<file path="src/egb_pkg.sv">
// shared types and constants for the exp-golomb bit packer
package egb_pkg;

    localparam int VALUE_W        = 16;
    localparam int VALUE_BITS_DEF = 16;
    localparam int BYTE_W         = 8;
    localparam int INDEX_W        = 24;

    localparam logic CMD_ENCODE = 1'b0;
    localparam logic CMD_FLUSH  = 1'b1;

    // input word
    typedef struct packed {
        logic               cmd;
        logic [VALUE_W-1:0] value;
    } t_in_word;

    // output word
    typedef struct packed {
        logic [BYTE_W-1:0]  out_byte;
        logic [INDEX_W-1:0] byte_index;
        logic               last;
    } t_out_word;

endpackage

</file>
<file path="src/egb_front.sv">
// front end: accepts words and turns a value into a left-aligned code and its length
module egb_front #(
    parameter int VALUE_BITS = egb_pkg::VALUE_BITS_DEF,
    parameter int CODE_W     = 2 * VALUE_BITS,
    parameter int LEN_W      = $clog2(2 * VALUE_BITS + 1)
) (
    input  logic                i_in_valid,
    input  egb_pkg::t_in_word   i_in_word,
    input  logic                i_q_full,
    output logic                o_in_stall,
    output logic                o_push,
    output logic                o_cmd,
    output logic [CODE_W-1:0]   o_code,
    output logic [LEN_W-1:0]    o_len
);
    import egb_pkg::*;

    localparam int W1_W = VALUE_BITS + 1;
    localparam int H_W  = $clog2(VALUE_BITS + 1);
    localparam int M_W  = $clog2(VALUE_BITS);

    logic [VALUE_BITS-1:0] v;
    logic [W1_W-1:0]       w;
    logic [W1_W-1:0]       tail;
    logic [H_W-1:0]        h;
    logic [M_W-1:0]        m;
    logic [LEN_W-1:0]      len;
    logic [LEN_W-1:0]      sh;
    logic [CODE_W-1:0]     ones;

    // handshake toward the queue
    assign o_in_stall = i_q_full;
    assign o_push     = i_in_valid && !i_q_full;

    // offset value, its top bit position gives the prefix length
    assign v = VALUE_BITS'(i_in_word.value);
    assign w = {1'b0, v} + W1_W'(2);

    always_comb begin
        h = '0;
        for (int b = 1; b <= VALUE_BITS; b++) begin
            if (w[b]) begin
                h = H_W'(b);
            end
        end
    end

    assign m   = M_W'(h - H_W'(1));
    assign len = LEN_W'(m) + LEN_W'(m) + LEN_W'(2);
    assign sh  = LEN_W'(CODE_W) - len;

    // prefix ones, a zero, then the offset value without its leading one
    assign ones = ~({CODE_W{1'b1}} >> m);
    assign tail = w ^ ((W1_W'(1) << m) << 1);

    always_comb begin
        if (i_in_word.cmd == CMD_FLUSH) begin
            o_cmd  = CMD_FLUSH;
            o_code = '0;
            o_len  = '0;
        end else begin
            o_cmd  = CMD_ENCODE;
            o_code = ones | (CODE_W'(tail) << sh);
            o_len  = len;
        end
    end

endmodule

</file>
<file path="src/egb_queue.sv">
// two-entry queue between front end and bit packer
module egb_queue #(
    parameter int WIDTH = 8
) (
    input  logic             i_clk,
    input  logic             i_rst_n,
    input  logic             i_push,
    input  logic [WIDTH-1:0] i_data,
    input  logic             i_pop,
    output logic             o_full,
    output logic             o_valid,
    output logic [WIDTH-1:0] o_data
);
    logic [WIDTH-1:0] r_mem [2];
    logic             r_wp, n_wp;
    logic             r_rp, n_rp;
    logic [1:0]       r_cnt, n_cnt;

    assign o_full  = (r_cnt == 2'd2);
    assign o_valid = (r_cnt != 2'd0);
    assign o_data  = r_mem[r_rp];

    // pointer and count update
    always_comb begin
        n_wp  = r_wp;
        n_rp  = r_rp;
        n_cnt = r_cnt;
        if (i_push) begin
            n_wp = ~r_wp;
        end
        if (i_pop) begin
            n_rp = ~r_rp;
        end
        if (i_push && !i_pop) begin
            n_cnt = r_cnt + 2'd1;
        end else if (!i_push && i_pop) begin
            n_cnt = r_cnt - 2'd1;
        end
    end

    always_ff @(posedge i_clk) begin
        if (!i_rst_n) begin
            r_wp  <= 1'b0;
            r_rp  <= 1'b0;
            r_cnt <= 2'd0;
        end else begin
            r_wp  <= n_wp;
            r_rp  <= n_rp;
            r_cnt <= n_cnt;
        end
    end

    // entry storage
    always_ff @(posedge i_clk) begin
        if (i_push) begin
            r_mem[r_wp] <= i_data;
        end
    end

endmodule

</file>
<file path="src/egb_back.sv">
// back end: shifts code bits into bytes and drives the output register
module egb_back #(
    parameter int VALUE_BITS = egb_pkg::VALUE_BITS_DEF,
    parameter int CODE_W     = 2 * VALUE_BITS,
    parameter int LEN_W      = $clog2(2 * VALUE_BITS + 1)
) (
    input  logic               i_clk,
    input  logic               i_rst_n,
    input  logic               i_q_valid,
    input  logic               i_q_cmd,
    input  logic [CODE_W-1:0]  i_q_code,
    input  logic [LEN_W-1:0]   i_q_len,
    output logic               o_q_pop,
    input  logic               i_out_stall,
    output logic               o_out_valid,
    output egb_pkg::t_out_word o_out_word
);
    import egb_pkg::*;

    logic                r_busy, n_busy;
    logic                r_cmd;
    logic [CODE_W-1:0]   r_code, n_code;
    logic [LEN_W-1:0]    r_left, n_left;
    logic [BYTE_W-1:0]   r_part, n_part;
    logic [2:0]          r_pos, n_pos;
    logic [INDEX_W-1:0]  r_index, n_index;
    logic                r_ovalid, n_ovalid;
    t_out_word           r_oword, n_oword;

    logic                out_free;
    logic [3:0]          room;
    logic [3:0]          take;
    logic [3:0]          pos_sum;
    logic [BYTE_W-1:0]   chunk;
    logic [BYTE_W-1:0]   part_sum;

    assign out_free    = !r_ovalid || !i_out_stall;
    assign o_q_pop     = !r_busy && i_q_valid;
    assign o_out_valid = r_ovalid;
    assign o_out_word  = r_oword;

    // bits that fit into the pending byte this cycle
    assign room     = 4'd8 - {1'b0, r_pos};
    assign take     = (r_left < LEN_W'(room)) ? 4'(r_left) : room;
    assign chunk    = r_code[CODE_W-1 -: BYTE_W] >> r_pos;
    assign part_sum = r_part | chunk;
    assign pos_sum  = {1'b0, r_pos} + take;

    // packer step
    always_comb begin
        n_busy   = r_busy;
        n_code   = r_code;
        n_left   = r_left;
        n_part   = r_part;
        n_pos    = r_pos;
        n_index  = r_index;
        n_ovalid = r_ovalid && i_out_stall;
        n_oword  = r_oword;
        if (o_q_pop) begin
            n_busy = 1'b1;
            n_code = i_q_code;
            n_left = i_q_len;
        end else if (r_busy && out_free) begin
            if (r_cmd == CMD_FLUSH) begin
                if (r_pos != 3'd0) begin
                    n_ovalid           = 1'b1;
                    n_oword.out_byte   = r_part;
                    n_oword.byte_index = r_index;
                    n_oword.last       = 1'b1;
                end
                n_part  = '0;
                n_pos   = '0;
                n_index = '0;
                n_busy  = 1'b0;
            end else begin
                n_code = r_code << room;
                n_left = r_left - LEN_W'(take);
                if (pos_sum == 4'd8) begin
                    n_ovalid           = 1'b1;
                    n_oword.out_byte   = part_sum;
                    n_oword.byte_index = r_index;
                    n_oword.last       = 1'b0;
                    n_index            = r_index + INDEX_W'(1);
                    n_part             = '0;
                    n_pos              = '0;
                end else begin
                    n_part = part_sum;
                    n_pos  = pos_sum[2:0];
                end
                if (r_left == LEN_W'(take)) begin
                    n_busy = 1'b0;
                end
            end
        end
    end

    // control state
    always_ff @(posedge i_clk) begin
        if (!i_rst_n) begin
            r_busy   <= 1'b0;
            r_part   <= '0;
            r_pos    <= '0;
            r_index  <= '0;
            r_ovalid <= 1'b0;
        end else begin
            r_busy   <= n_busy;
            r_part   <= n_part;
            r_pos    <= n_pos;
            r_index  <= n_index;
            r_ovalid <= n_ovalid;
        end
    end

    // payload registers
    always_ff @(posedge i_clk) begin
        if (o_q_pop) begin
            r_cmd <= i_q_cmd;
        end
        r_code  <= n_code;
        r_left  <= n_left;
        r_oword <= n_oword;
    end

    // unused low bits of the pending byte stay clear
    a_part_clean: assert property (@(posedge i_clk) disable iff (!i_rst_n)
        (r_part & (8'hFF >> r_pos)) == 8'h00)
        else $error("pending byte has bits beyond its fill position");

    // a last byte always leaves the stream restarted at index zero
    a_last_restart: assert property (@(posedge i_clk) disable iff (!i_rst_n)
        (r_ovalid && r_oword.last) |-> (r_index == '0))
        else $error("byte index not restarted after flush");

    // an encode in progress still has code bits left
    a_encode_left: assert property (@(posedge i_clk) disable iff (!i_rst_n)
        (r_busy && r_cmd == CMD_ENCODE) |-> (r_left != '0))
        else $error("encode busy with no bits left");

    // no step happens while a stalled byte is held
    a_no_overwrite: assert property (@(posedge i_clk) disable iff (!i_rst_n)
        (r_ovalid && i_out_stall) |=> $stable(r_oword))
        else $error("held output byte overwritten");

endmodule

</file>
<file path="src/exp_golomb_bit_packer.sv">
// Top level of the order-1 exp-Golomb bit packer.
// A word enters the queue at acceptance and is loaded by the packer once it is idle; each step
// shifts code bits into the pending byte, and a filled byte is registered into the output
// register. A word takes a load and then a step for each byte its code touches; a flush takes a
// load and a step. The packer moves at most one byte-fill of code bits per cycle, none while stalled.
// Reset (synchronous, active low) empties the queue, clears the pending byte and restarts index 0.
module exp_golomb_bit_packer #(
    parameter int VALUE_BITS = egb_pkg::VALUE_BITS_DEF
) (
    input  logic               i_clk,
    input  logic               i_rst_n,
    input  logic               i_in_valid,
    output logic               o_in_stall,
    input  egb_pkg::t_in_word  i_in_word,
    output logic               o_out_valid,
    input  logic               i_out_stall,
    output egb_pkg::t_out_word o_out_word
);
    import egb_pkg::*;

    localparam int CODE_W = 2 * VALUE_BITS;
    localparam int LEN_W  = $clog2(2 * VALUE_BITS + 1);
    localparam int ENT_W  = 1 + CODE_W + LEN_W;

    logic              push;
    logic              f_cmd;
    logic [CODE_W-1:0] f_code;
    logic [LEN_W-1:0]  f_len;
    logic              q_full;
    logic              q_valid;
    logic              q_pop;
    logic [ENT_W-1:0]  q_data;

    // front end
    egb_front #(
        .VALUE_BITS (VALUE_BITS),
        .CODE_W     (CODE_W),
        .LEN_W      (LEN_W)
    ) u_front (
        .i_in_valid (i_in_valid),
        .i_in_word  (i_in_word),
        .i_q_full   (q_full),
        .o_in_stall (o_in_stall),
        .o_push     (push),
        .o_cmd      (f_cmd),
        .o_code     (f_code),
        .o_len      (f_len)
    );

    // queue between front and packer
    egb_queue #(
        .WIDTH (ENT_W)
    ) u_queue (
        .i_clk   (i_clk),
        .i_rst_n (i_rst_n),
        .i_push  (push),
        .i_data  ({f_cmd, f_code, f_len}),
        .i_pop   (q_pop),
        .o_full  (q_full),
        .o_valid (q_valid),
        .o_data  (q_data)
    );

    // bit packer
    egb_back #(
        .VALUE_BITS (VALUE_BITS),
        .CODE_W     (CODE_W),
        .LEN_W      (LEN_W)
    ) u_back (
        .i_clk       (i_clk),
        .i_rst_n     (i_rst_n),
        .i_q_valid   (q_valid),
        .i_q_cmd     (q_data[ENT_W-1]),
        .i_q_code    (q_data[LEN_W +: CODE_W]),
        .i_q_len     (q_data[LEN_W-1:0]),
        .o_q_pop     (q_pop),
        .i_out_stall (i_out_stall),
        .o_out_valid (o_out_valid),
        .o_out_word  (o_out_word)
    );

endmodule

</file>
<file path="config.mk">
export PLATFORM = sky130hd
export DESIGN_NAME = exp_golomb_bit_packer
export DESIGN_NICKNAME = d
export VERILOG_FILES = /design/src/egb_pkg.sv /design/src/egb_front.sv /design/src/egb_queue.sv /design/src/egb_back.sv /design/src/exp_golomb_bit_packer.sv
export SDC_FILE = /design/constraint.sdc
export NUM_CORES = 1
export LEC_CHECK = 0
export BUFFER_PORTS_ARGS = -buffer_cell sky130_fd_sc_hd__buf_4
export CORE_MARGIN = 5
export CORE_UTILIZATION = 55
export DETAILED_ROUTE_END_ITERATION = 8
export PLACE_DENSITY_LB_ADDON = 0.3
export SLEW_MARGIN = 20
export SYNTH_ARGS = -nofsm -noshare
export SYNTH_HDL_FRONTEND = slang
export SYNTH_SLANG_ARGS = --single-unit
</file>
<file path="constraint.sdc">
create_clock -name i_clk -period 6.4 [get_ports i_clk]
set_input_delay 1.28 -clock i_clk [delete_from_list [all_inputs] [get_ports i_clk]]
set_output_delay 1.28 -clock i_clk [all_outputs]
set_load 0.005 [all_outputs]
</file>
==> results of run 1 <==
## cell families after synthesis
| family | count (synthesis) | share of synthesized area |
|---|---|---|
| flip-flops | 190 | 0.460 |
| AO/OA/AOI/OAI | 292 | 0.171 |
| multiplexers | 97 | 0.0998 |
| AND/OR/NAND/NOR | 374 | 0.155 |
| adder cells (fa/ha/maj) | 25 | 0.0285 |
| XOR/XNOR | 59 | 0.0456 |
| buffers and inverters | 107 | 0.0394 |
## worst min path at each step
stage / end / slack, ns / cells after the start
finish: u_back.o_out_word[24] / 0.47 / 0
global route: u_back.o_out_word[24] / 0.48 / 0
CTS: u_back.o_out_word[24] / 0.47 / 0
detailed placement: u_back.o_out_word[24] / 0.45 / 0
global placement: u_back.o_out_word[24] / 0.44 / 0
floorplan: u_back.o_out_word[0] / 0.42 / 0
## Yosys cell counts, types with 26 or more instances
library cell	instances
sky130_fd_sc_hd__xnor2_1	35
sky130_fd_sc_hd__nand3_1	26
sky130_fd_sc_hd__edfxtp_1	148
sky130_fd_sc_hd__dfxtp_1	42
sky130_fd_sc_hd__clkbuf_1	48
sky130_fd_sc_hd__nor2_1	108
sky130_fd_sc_hd__mux2i_1	74
sky130_fd_sc_hd__nor3_1	27
sky130_fd_sc_hd__inv_1	26
sky130_fd_sc_hd__a21oi_1	64
sky130_fd_sc_hd__o21ai_0	59
sky130_fd_sc_hd__nand2_1	113
## per-stage QoR
stage / hold slack (ns) / power (mW) / utilization
after floorplan: 0.424 / 3.42 / -
after global placement: 0.443 / 3.91 / 0.592
after detailed placement: 0.449 / 3.97 / 0.592
after CTS: 0.467 / 5.00 / 0.622
after global routing: 0.477 / 5.33 / 0.622
final: 0.466 / 5.01 / 0.622
## placed cells by master, fill, tap and decap left out, types with 11 or more instances in the layout
cell type and n:
sky130_fd_sc_hd__o211ai_1 17, sky130_fd_sc_hd__edfxtp_1 148, sky130_fd_sc_hd__buf_4 79, sky130_fd_sc_hd__mux4_2 13, sky130_fd_sc_hd__clkbuf_16 17, sky130_fd_sc_hd__xor2_1 23, sky130_fd_sc_hd__and3_1 13, sky130_fd_sc_hd__or3_1 11
sky130_fd_sc_hd__xnor2_1 35, sky130_fd_sc_hd__a21oi_1 64, sky130_fd_sc_hd__nand3_1 26, sky130_fd_sc_hd__o22ai_1 17, sky130_fd_sc_hd__inv_1 26, sky130_fd_sc_hd__ha_1 23, sky130_fd_sc_hd__o21ai_0 58, sky130_fd_sc_hd__a21o_1 15
sky130_fd_sc_hd__nor2_1 106, sky130_fd_sc_hd__a211oi_1 18, sky130_fd_sc_hd__nor3_1 26, sky130_fd_sc_hd__nand2_1 113, sky130_fd_sc_hd__dfxtp_1 40, sky130_fd_sc_hd__and2_1 14, sky130_fd_sc_hd__mux2i_1 74, sky130_fd_sc_hd__a31oi_1 16
sky130_fd_sc_hd__nor2b_1 13
## power by group
part | internal [mW] | total, mW | switching [mW]
sequential | 1.80 | 1.99 | 0.192
clock | 0.525 | 1.02 | 0.497
combinational | 0.790 | 1.99 | 1.20
## registers in the layout, indices dropped and copies added, names as in the netlist, named ones only
register	flops
u_back.o_out_valid	1
u_back.o_out_word	33
u_back.r_busy	1
u_back.r_cmd	1
u_back.r_code	32
u_back.r_index	24
u_back.r_left	6
u_back.r_part	8
u_back.r_pos	3
u_queue.r_cnt	2
u_queue.r_mem	76
u_queue.r_rp	1
u_queue.r_wp	1
## routing by layer
metal  global-route usage  wire, um  up-vias  share of wire
li1                     -         -     4297              -
met1                0.312     11400     4298           0.43
met3               0.0321      1750       47          0.066
met4               0.0589       490        0          0.018
met5                    0         0        -              0
met2                0.370     12900      342           0.49
## layout make-up
class,count,area (um^2)
flip-flops and latches,190,5290
multi-input cells,847,5780
inverters,28,105
well taps,270,338
fillers,1683,7710
clock inverters,14,166
repair buffers,80,613
clock buffers,18,429
==> reports/results.md, run 1 <==
- **outcome** complete, no violations
- **Max Root-Sink Buffers** 2
- **Worst Min Path Start** u_back.r_index[23]
- **Worst VDD drop** 243 uV
- **post-synthesis cell count** 1,144
- **family of cells with the greatest summed delay on the critical path** compound AO/OA/AOI/OAI gates
- **effective utilization at floorplan** 0.562
- **measured slew at the worst slew-check pin** 0.903 ns
- **count of cell types in the netlist** 85
- **number of enable-type register cells in the synthesized netlist** 148
- **Total Negative Setup Slacks** 0 ns
- **maximum frequency from static timing analysis** 173 MHz
- **Buf/Inv on CP** 3
- **largest cells by area after synthesis** sky130_fd_sc_hd__edfxtp_1, sky130_fd_sc_hd__dfxtp_1, sky130_fd_sc_hd__mux2i_1, sky130_fd_sc_hd__nand2_1, sky130_fd_sc_hd__nor2_1
- **Clock H-tree levels** 4
- **wire length of the first global-routing pass** 43,800 um
- **clock tree from TritonCTS** built
- **total die area** 23,900 um^2
- **number of vias per cell after detailed routing** 6.21
- **post-CTS resize count** 0
- **post-layout instance count excluding filler cells** 1,447
- **PortBufs** 55
- **Area Overhead vs Synth** 10.7%
- **pre-CTS setup slack** 0.251 ns
- **max-slew violation count** 0
- **count of antenna diodes in the layout** 0
- **cell with the biggest individual delay on the critical path** sky130_fd_sc_hd__a222oi_1
- **clock slew at reported path FFs** 0.07 ns
- **residual antenna-violating net count after detailed routing** 0
- **critical path capture point type** flip-flop
- **most used cell, CP** sky130_fd_sc_hd__ha_1
- **remaining global-route overflow** 0
- **layout cells sized above 1** 0.139
- **root buffer cell** sky130_fd_sc_hd__clkbuf_16
- **crit-path max FO** 13
- **fraction of the yosys area taken by sequential cells** 0.460
- **final std cell area, no fill** 12,700 um^2
- **count of state elements after synthesis** 190
- **required time worst endpoint** 6.53 ns
- **count of endpoints failing hold in the final timing report** 0
- **gp weighted congestion** 0.960
- **power density cells** 394 nW/um^2
- **share of synthesized registers carrying an async set or reset** 0
- **worst-case clock skew** 0.00860 ns
- **die height** 155 um
- **HPWL reported at the end of detailed placement** 19,300 um
- **Critical Path End** u_queue.r_mem[1][36]
- **cells traversed along the worst timing path** buf_4, ha_1, xor2_1, or2_2, a21bo_2, a32oi_1, o21a_1, o21ai_0, and2_1, inv_1, ha_1, inv_1, ha_1, nand2b_1, a211oi_1, nand3b_1, a31o_1, a222oi_1, and2_1, a211o_1, a31oi_1
- **beginning of the worst register-to-register path** u_back.r_pos[2]
- **clock sink count** 190
- **Total GRT Usage** 0.224
- **RSZ-0062 raised after global routing** no
- **Worst Path Class, Setup** in2reg
- **library cell occupying the most area in the post-synthesis netlist** sky130_fd_sc_hd__edfxtp_1
- **number of maximum-capacitance violations** 0
- **leakage dissipation** 4.57 nW
- **synthesized area per cell** 10.0 um^2
- **Reg-to-Reg End** u_back.r_index[17]
- **source-to-sink clock delay at the later pin of the worst-skew pair** 0.43 ns
- **worst reg2reg path depth** 14
- **total instance count after detailed placement** 1,414
- **Die Wd** 155 um
- **drt total wl** 26,600 um
- **placement-stage cell area** 12,100 um^2
- **Worst Setup Start Kind** primary input
- **flip-flop cell with the highest count after synthesis** sky130_fd_sc_hd__edfxtp_1
- **Detailed Routing Iterations Pass 1** 7
- **syn_nets** 1,190
- **vias after detailed routing** 8,984
- **total of hold buffers inserted after clock tree synthesis** 0
- **Synthesis Warnings** 0
- **number of post-CTS setup repair buffers** 0
- **via count of the first global-routing pass** 8,399
- **share of Yosys cell area claimed by the top area cell type** 0.387
- **post-route fraction of the period consumed by the critical path** 0.904
- **post-synthesis instance area** 11,500 um^2
- **Inserted Clock Buffers** 17
- **number of gates on the worst path with buffers counted** 21
- **post-layout min period** 5.79 ns
- **Routed wire per std cell** 18.4 um
- **maximum number of pins on one net before global-route repair** 51
- **core region area** 20,400 um^2
- **headroom to the max-slew limit** 0.397
- **worst setup path start** i_in_word[1]
- **DRC viols** 0
- **number of design-rule violations left by the first detailed-router iteration** 783
- **setup violation total in the final timing report** 0
- **fin nets** 1,210
- **site row count** 52
- **fin worst setup slack** 0.614 ns
- **class of the tightest hold or removal check** reg2reg
- **initial antenna violation count** 0
- **slowest cell delay on critical path** 0.54 ns
- **arrival time worst endpoint** 5.92 ns
- **io pins** 56
- **reg2reg setup slack** 0.70 ns
Power figures use the tool's default switching activity.
==> inputs of run 2 (changes only) <==
--- a/config.mk
+++ b/config.mk
@@ -5,11 +5,13 @@
 export SDC_FILE = /design/constraint.sdc
 export NUM_CORES = 1
 export LEC_CHECK = 0
+export ABC_AREA = 1
 export BUFFER_PORTS_ARGS = -buffer_cell sky130_fd_sc_hd__buf_4
 export CORE_MARGIN = 5
 export CORE_UTILIZATION = 55
 export DETAILED_ROUTE_END_ITERATION = 8
-export PLACE_DENSITY_LB_ADDON = 0.3
+export PLACE_DENSITY = 0.76
+export SKIP_LAST_GASP = 1
 export SLEW_MARGIN = 20
 export SYNTH_ARGS = -nofsm -noshare
 export SYNTH_HDL_FRONTEND = slang
==> run 2 against run 1 <==
Effect of this change:
- die area fell by 4.1%
- sequential share of layout area rose by 1.3 points
- sequential power barely moved
- largest cell class is now sequential cells
==> reports/results.md, run 2 <==
- **maximum frequency from static timing analysis** 181 MHz, was 173 MHz
- **total instance count after detailed placement** 1,627, was 1,414
- **number of design-rule violations left by the first detailed-router iteration** 864, was 783
- **layout cells sized above 1** 0.117, was 0.139
- **post-synthesis adder-cell area fraction** 0.0298, was 0.0285
- **post-synthesis cell count** 1,349, was 1,144
- **Max Root-Sink Buffers** 2, unchanged
- **class of the tightest hold or removal check** reg2reg, unchanged
- **crit-path max FO** 23, was 13
- **largest cells by area after synthesis** sky130_fd_sc_hd__edfxtp_1, sky130_fd_sc_hd__nand2_1, sky130_fd_sc_hd__dfxtp_1, sky130_fd_sc_hd__nand3_1, sky130_fd_sc_hd__inv_1, was sky130_fd_sc_hd__edfxtp_1, sky130_fd_sc_hd__dfxtp_1, sky130_fd_sc_hd__mux2i_1, sky130_fd_sc_hd__nand2_1, sky130_fd_sc_hd__nor2_1
- **residual antenna-violating net count after detailed routing** 0, unchanged
- **Clock H-tree levels** 4, unchanged
- **Worst VDD drop** 242 uV, was 243 uV
- **HPWL reported at the end of detailed placement** 18,900 um, was 19,300 um
- **measured slew at the worst slew-check pin** 1.00 ns, was 0.903 ns
- **outcome** complete, no violations, unchanged
- **Total Negative Setup Slacks** 0 ns, unchanged
- **Sw Ratio** 0.405, was 0.378
- **Total GRT Usage** 0.230, was 0.224
- **proportion of power drawn by combinational gates** 0.407, was 0.398
- **Worst Setup Start Kind** flip-flop, was primary input
- **Internal** 3.08 mW, was 3.11 mW
- **proportion of synthesized area in mux cells** 0.00456, was 0.0998
- **setup violation total in the final timing report** 0, unchanged
- **count of cell types in the netlist** 59, was 85
- **Switch Pwr** 2.10 mW, was 1.89 mW
- **post-layout instance count excluding filler cells** 1,661, was 1,447
- **drt total wl** 25,800 um, was 26,600 um
- **share of Yosys cell area claimed by the top area cell type** 0.405, was 0.387
- **Area Overhead vs Synth** 12.1%, was 10.7%
- **flip-flop count of the largest register after layout** 76, unchanged
- **core region area** 19,600 um^2, was 20,400 um^2
- **flip-flop cell with the highest count after synthesis** sky130_fd_sc_hd__edfxtp_1, unchanged
- **Inserted Clock Buffers** 17, unchanged
- **max-slew violation count** 0, unchanged
- **die height** 151 um, was 155 um
- **final worst hold slack** 0.454 ns, was 0.466 ns
- **fraction of the yosys area taken by sequential cells** 0.481, was 0.460
- **site row count** 51, was 52
- **library cell occupying the most area in the post-synthesis netlist** sky130_fd_sc_hd__edfxtp_1, unchanged
- **count of state elements after synthesis** 190, unchanged
- **complex-gate fraction of the synthesized area** 0.133, was 0.171
- **headroom to the max-slew limit** 0.329, was 0.397
- **arrival time worst endpoint** 5.85 ns, was 5.92 ns
- **root buffer cell** sky130_fd_sc_hd__clkbuf_16, unchanged
- **register ranked first by flip-flop count** u_queue.r_mem, unchanged
- **source-to-sink clock delay at the later pin of the worst-skew pair** 0.45 ns, was 0.43 ns
- **maximum number of pins on one net before global-route repair** 43, was 51
- **count of endpoints failing hold in the final timing report** 0, unchanged
- **PortBufs** 55, unchanged
- **critical path capture point type** flip-flop, unchanged
- **fin nets** 1,429, was 1,210
- **Detailed Routing Iterations Pass 1** 6, was 7
- **DRC viols** 0, unchanged
- **worst-case clock skew** 0.00880 ns, was 0.00860 ns
- **post-synthesis instance area** 11,000 um^2, was 11,500 um^2
- **initial antenna violation count** 0, unchanged
- **Sequential Power Share** 0.381, was 0.398
- **leading post-synthesis cells by instance count** sky130_fd_sc_hd__nand2_1, sky130_fd_sc_hd__edfxtp_1, sky130_fd_sc_hd__inv_1, was sky130_fd_sc_hd__edfxtp_1, sky130_fd_sc_hd__nand2_1, sky130_fd_sc_hd__nor2_1
- **share of synthesized registers carrying an async set or reset** 0, unchanged
- **post-CTS resize count** 0, unchanged
- **power density cells** 421 nW/um^2, was 394 nW/um^2
- **synthesized area per cell** 8.14 um^2, was 10.0 um^2
- **leakage dissipation** 5.16 nW, was 4.57 nW
- **Worst Path Class, Setup** reg2reg, was in2reg
- **leading cell type in the layout, fill and taps excluded** sky130_fd_sc_hd__nand2_1, was sky130_fd_sc_hd__edfxtp_1
- **Clock power frac** 0.212, was 0.204
- **RSZ-0062 raised after global routing** no, unchanged
- **post-route fraction of the period consumed by the critical path** 0.862, was 0.904
- **Synthesis Warnings** 0, unchanged
- **XOR/XNOR share of the synthesized area** 0.00627, was 0.0456
- **gp weighted congestion** 0.945, was 0.960
- **number of vias per cell after detailed routing** 5.67, was 6.21
- **post-layout min period** 5.52 ns, was 5.79 ns
- **total die area** 22,900 um^2, was 23,900 um^2
- **clock sink count** 190, unchanged
- **vias after detailed routing** 9,415, was 8,984
- **dominant combinational cell family by area after synthesis** simple AND/OR/NAND/NOR gates, was compound AO/OA/AOI/OAI gates
- **number of enable-type register cells in the synthesized netlist** 148, unchanged
- **via count of the first global-routing pass** 8,765, was 8,399
- **syn_nets** 1,395, was 1,190
- **total of hold buffers inserted after clock tree synthesis** 0, unchanged
- **Routed wire per std cell** 15.5 um, was 18.4 um
- **clock slew at reported path FFs** 0.08 ns, was 0.07 ns
- **number of post-CTS setup repair buffers** 0, unchanged
- **io pins** 56, unchanged
- **remaining global-route overflow** 0, unchanged
- **Die Wd** 151 um, was 155 um
- **area share of and/or/nand/nor cells after synthesis** 0.277, was 0.155
- **count of antenna diodes in the layout** 0, unchanged
- **effective utilization at floorplan** 0.561, was 0.562
- **most frequent cells in the layout** sky130_fd_sc_hd__nand2_1, sky130_fd_sc_hd__edfxtp_1, sky130_fd_sc_hd__inv_1, sky130_fd_sc_hd__nor2_1, sky130_fd_sc_hd__nand3_1, was sky130_fd_sc_hd__edfxtp_1, sky130_fd_sc_hd__nand2_1, sky130_fd_sc_hd__nor2_1, sky130_fd_sc_hd__buf_4, sky130_fd_sc_hd__mux2i_1
- **clock tree from TritonCTS** built, unchanged
- **required time worst endpoint** 6.73 ns, was 6.53 ns
- **number of maximum-capacitance violations** 0, unchanged
- **leading cell type by number of instances after synthesis** sky130_fd_sc_hd__nand2_1, was sky130_fd_sc_hd__edfxtp_1
- **wire length of the first global-routing pass** 42,500 um, was 43,800 um
run 2: critical path, stage by stage (launching register included):
cell and delay, ns:
sky130_fd_sc_hd__dfxtp_1 0.58, sky130_fd_sc_hd__clkinv_1 0.29, sky130_fd_sc_hd__ha_1 0.26, sky130_fd_sc_hd__ha_1 0.27, sky130_fd_sc_hd__buf_4 0.25, sky130_fd_sc_hd__inv_1 0.11
sky130_fd_sc_hd__ha_1 0.19, sky130_fd_sc_hd__a211oi_1 0.29, sky130_fd_sc_hd__o21ai_2 0.16, sky130_fd_sc_hd__o21ai_0 0.45, sky130_fd_sc_hd__fa_1 0.52, sky130_fd_sc_hd__nor3_1 0.20
sky130_fd_sc_hd__nand3_1 0.14, sky130_fd_sc_hd__a21oi_2 0.25, sky130_fd_sc_hd__inv_1 0.20, sky130_fd_sc_hd__nor3_4 0.18, sky130_fd_sc_hd__nand2_1 0.16, sky130_fd_sc_hd__nor4_2 0.25
sky130_fd_sc_hd__nand2_1 0.17, sky130_fd_sc_hd__nor2_4 0.17, sky130_fd_sc_hd__nand3_1 0.10, sky130_fd_sc_hd__o21ai_0 0.17, sky130_fd_sc_hd__a21oi_1 0.05
run 2: final timing paths:
| kind | start | end | slack [ns] | depth (start not counted) |
|---|---|---|---|---|
| max | u_back.r_pos[1] | u_back.r_index[17] | 0.88 | 22 |
| min | u_queue.r_rp | flip-flop | 0.45 | 1 |
| max reg2reg | u_back.r_pos[1] | u_back.r_index[17] | 0.88 | 22 |
| min reg2reg | u_queue.r_rp | flip-flop | 0.45 | 1 |
run 2: power by group through the flow:
stage          clock network [mW]  registers (mW)  logic, mW
3_3_place_gp                    0            1.99       2.01
4_1_cts                      1.12            1.97       2.07
3_5_place_dp                    0            2.00       2.05
5_1_grt                      1.17            2.00       2.34
2_1_floorplan                   0            1.98       1.44
6_report                     1.10            1.97       2.11
run 2: cell type report:
class	instances	area [um^2]
Timing Repair Buffer	71	566
Clock buffer	17	425
Fill cell	1714	7280
Multi-Input combinational cell	967	4970
Inverter	136	510
Tap cell	265	332
Clock inverter	15	220
Sequential cell	190	5290
run 2: cells by family (layout without fill, tap and decap cells):
family                     Yosys count  after routing
AOI/OAI and AO/OA                  237            237
and+or+nand+nor                    693            693
DFF                                190            190
buffers and inverters              192            239
adders and majority gates           25             25
xor gates and xnor gates             7              7
muxes                                5              5
run 2: through the flow:
step / utilization / worst slack, ns / power (mW) / cell area [um^2]
CTS: 0.626 / 0.872 / 5.16 / 12300
detailed placement: 0.593 / 0.937 / 4.05 / 11600
global placement: 0.593 / 1.04 / 4.00 / 11600
global route: 0.628 / 0.327 / 5.52 / 12300
floorplan: - / 0.593 / 3.42 / 11000
finish: 0.628 / 0.884 / 5.18 / 12300
run 2: layer usage:
| metal | vias to the layer above | routed length [um] | track usage |
|---|---|---|---|
| met5 | - | 0 | 0 |
| met4 | 0 | 634 | 0.0820 |
| met3 | 57 | 1350 | 0.0353 |
| met2 | 311 | 12800 | 0.397 |
| met1 | 4376 | 11000 | 0.294 |
| li1 | 4671 | - | - |
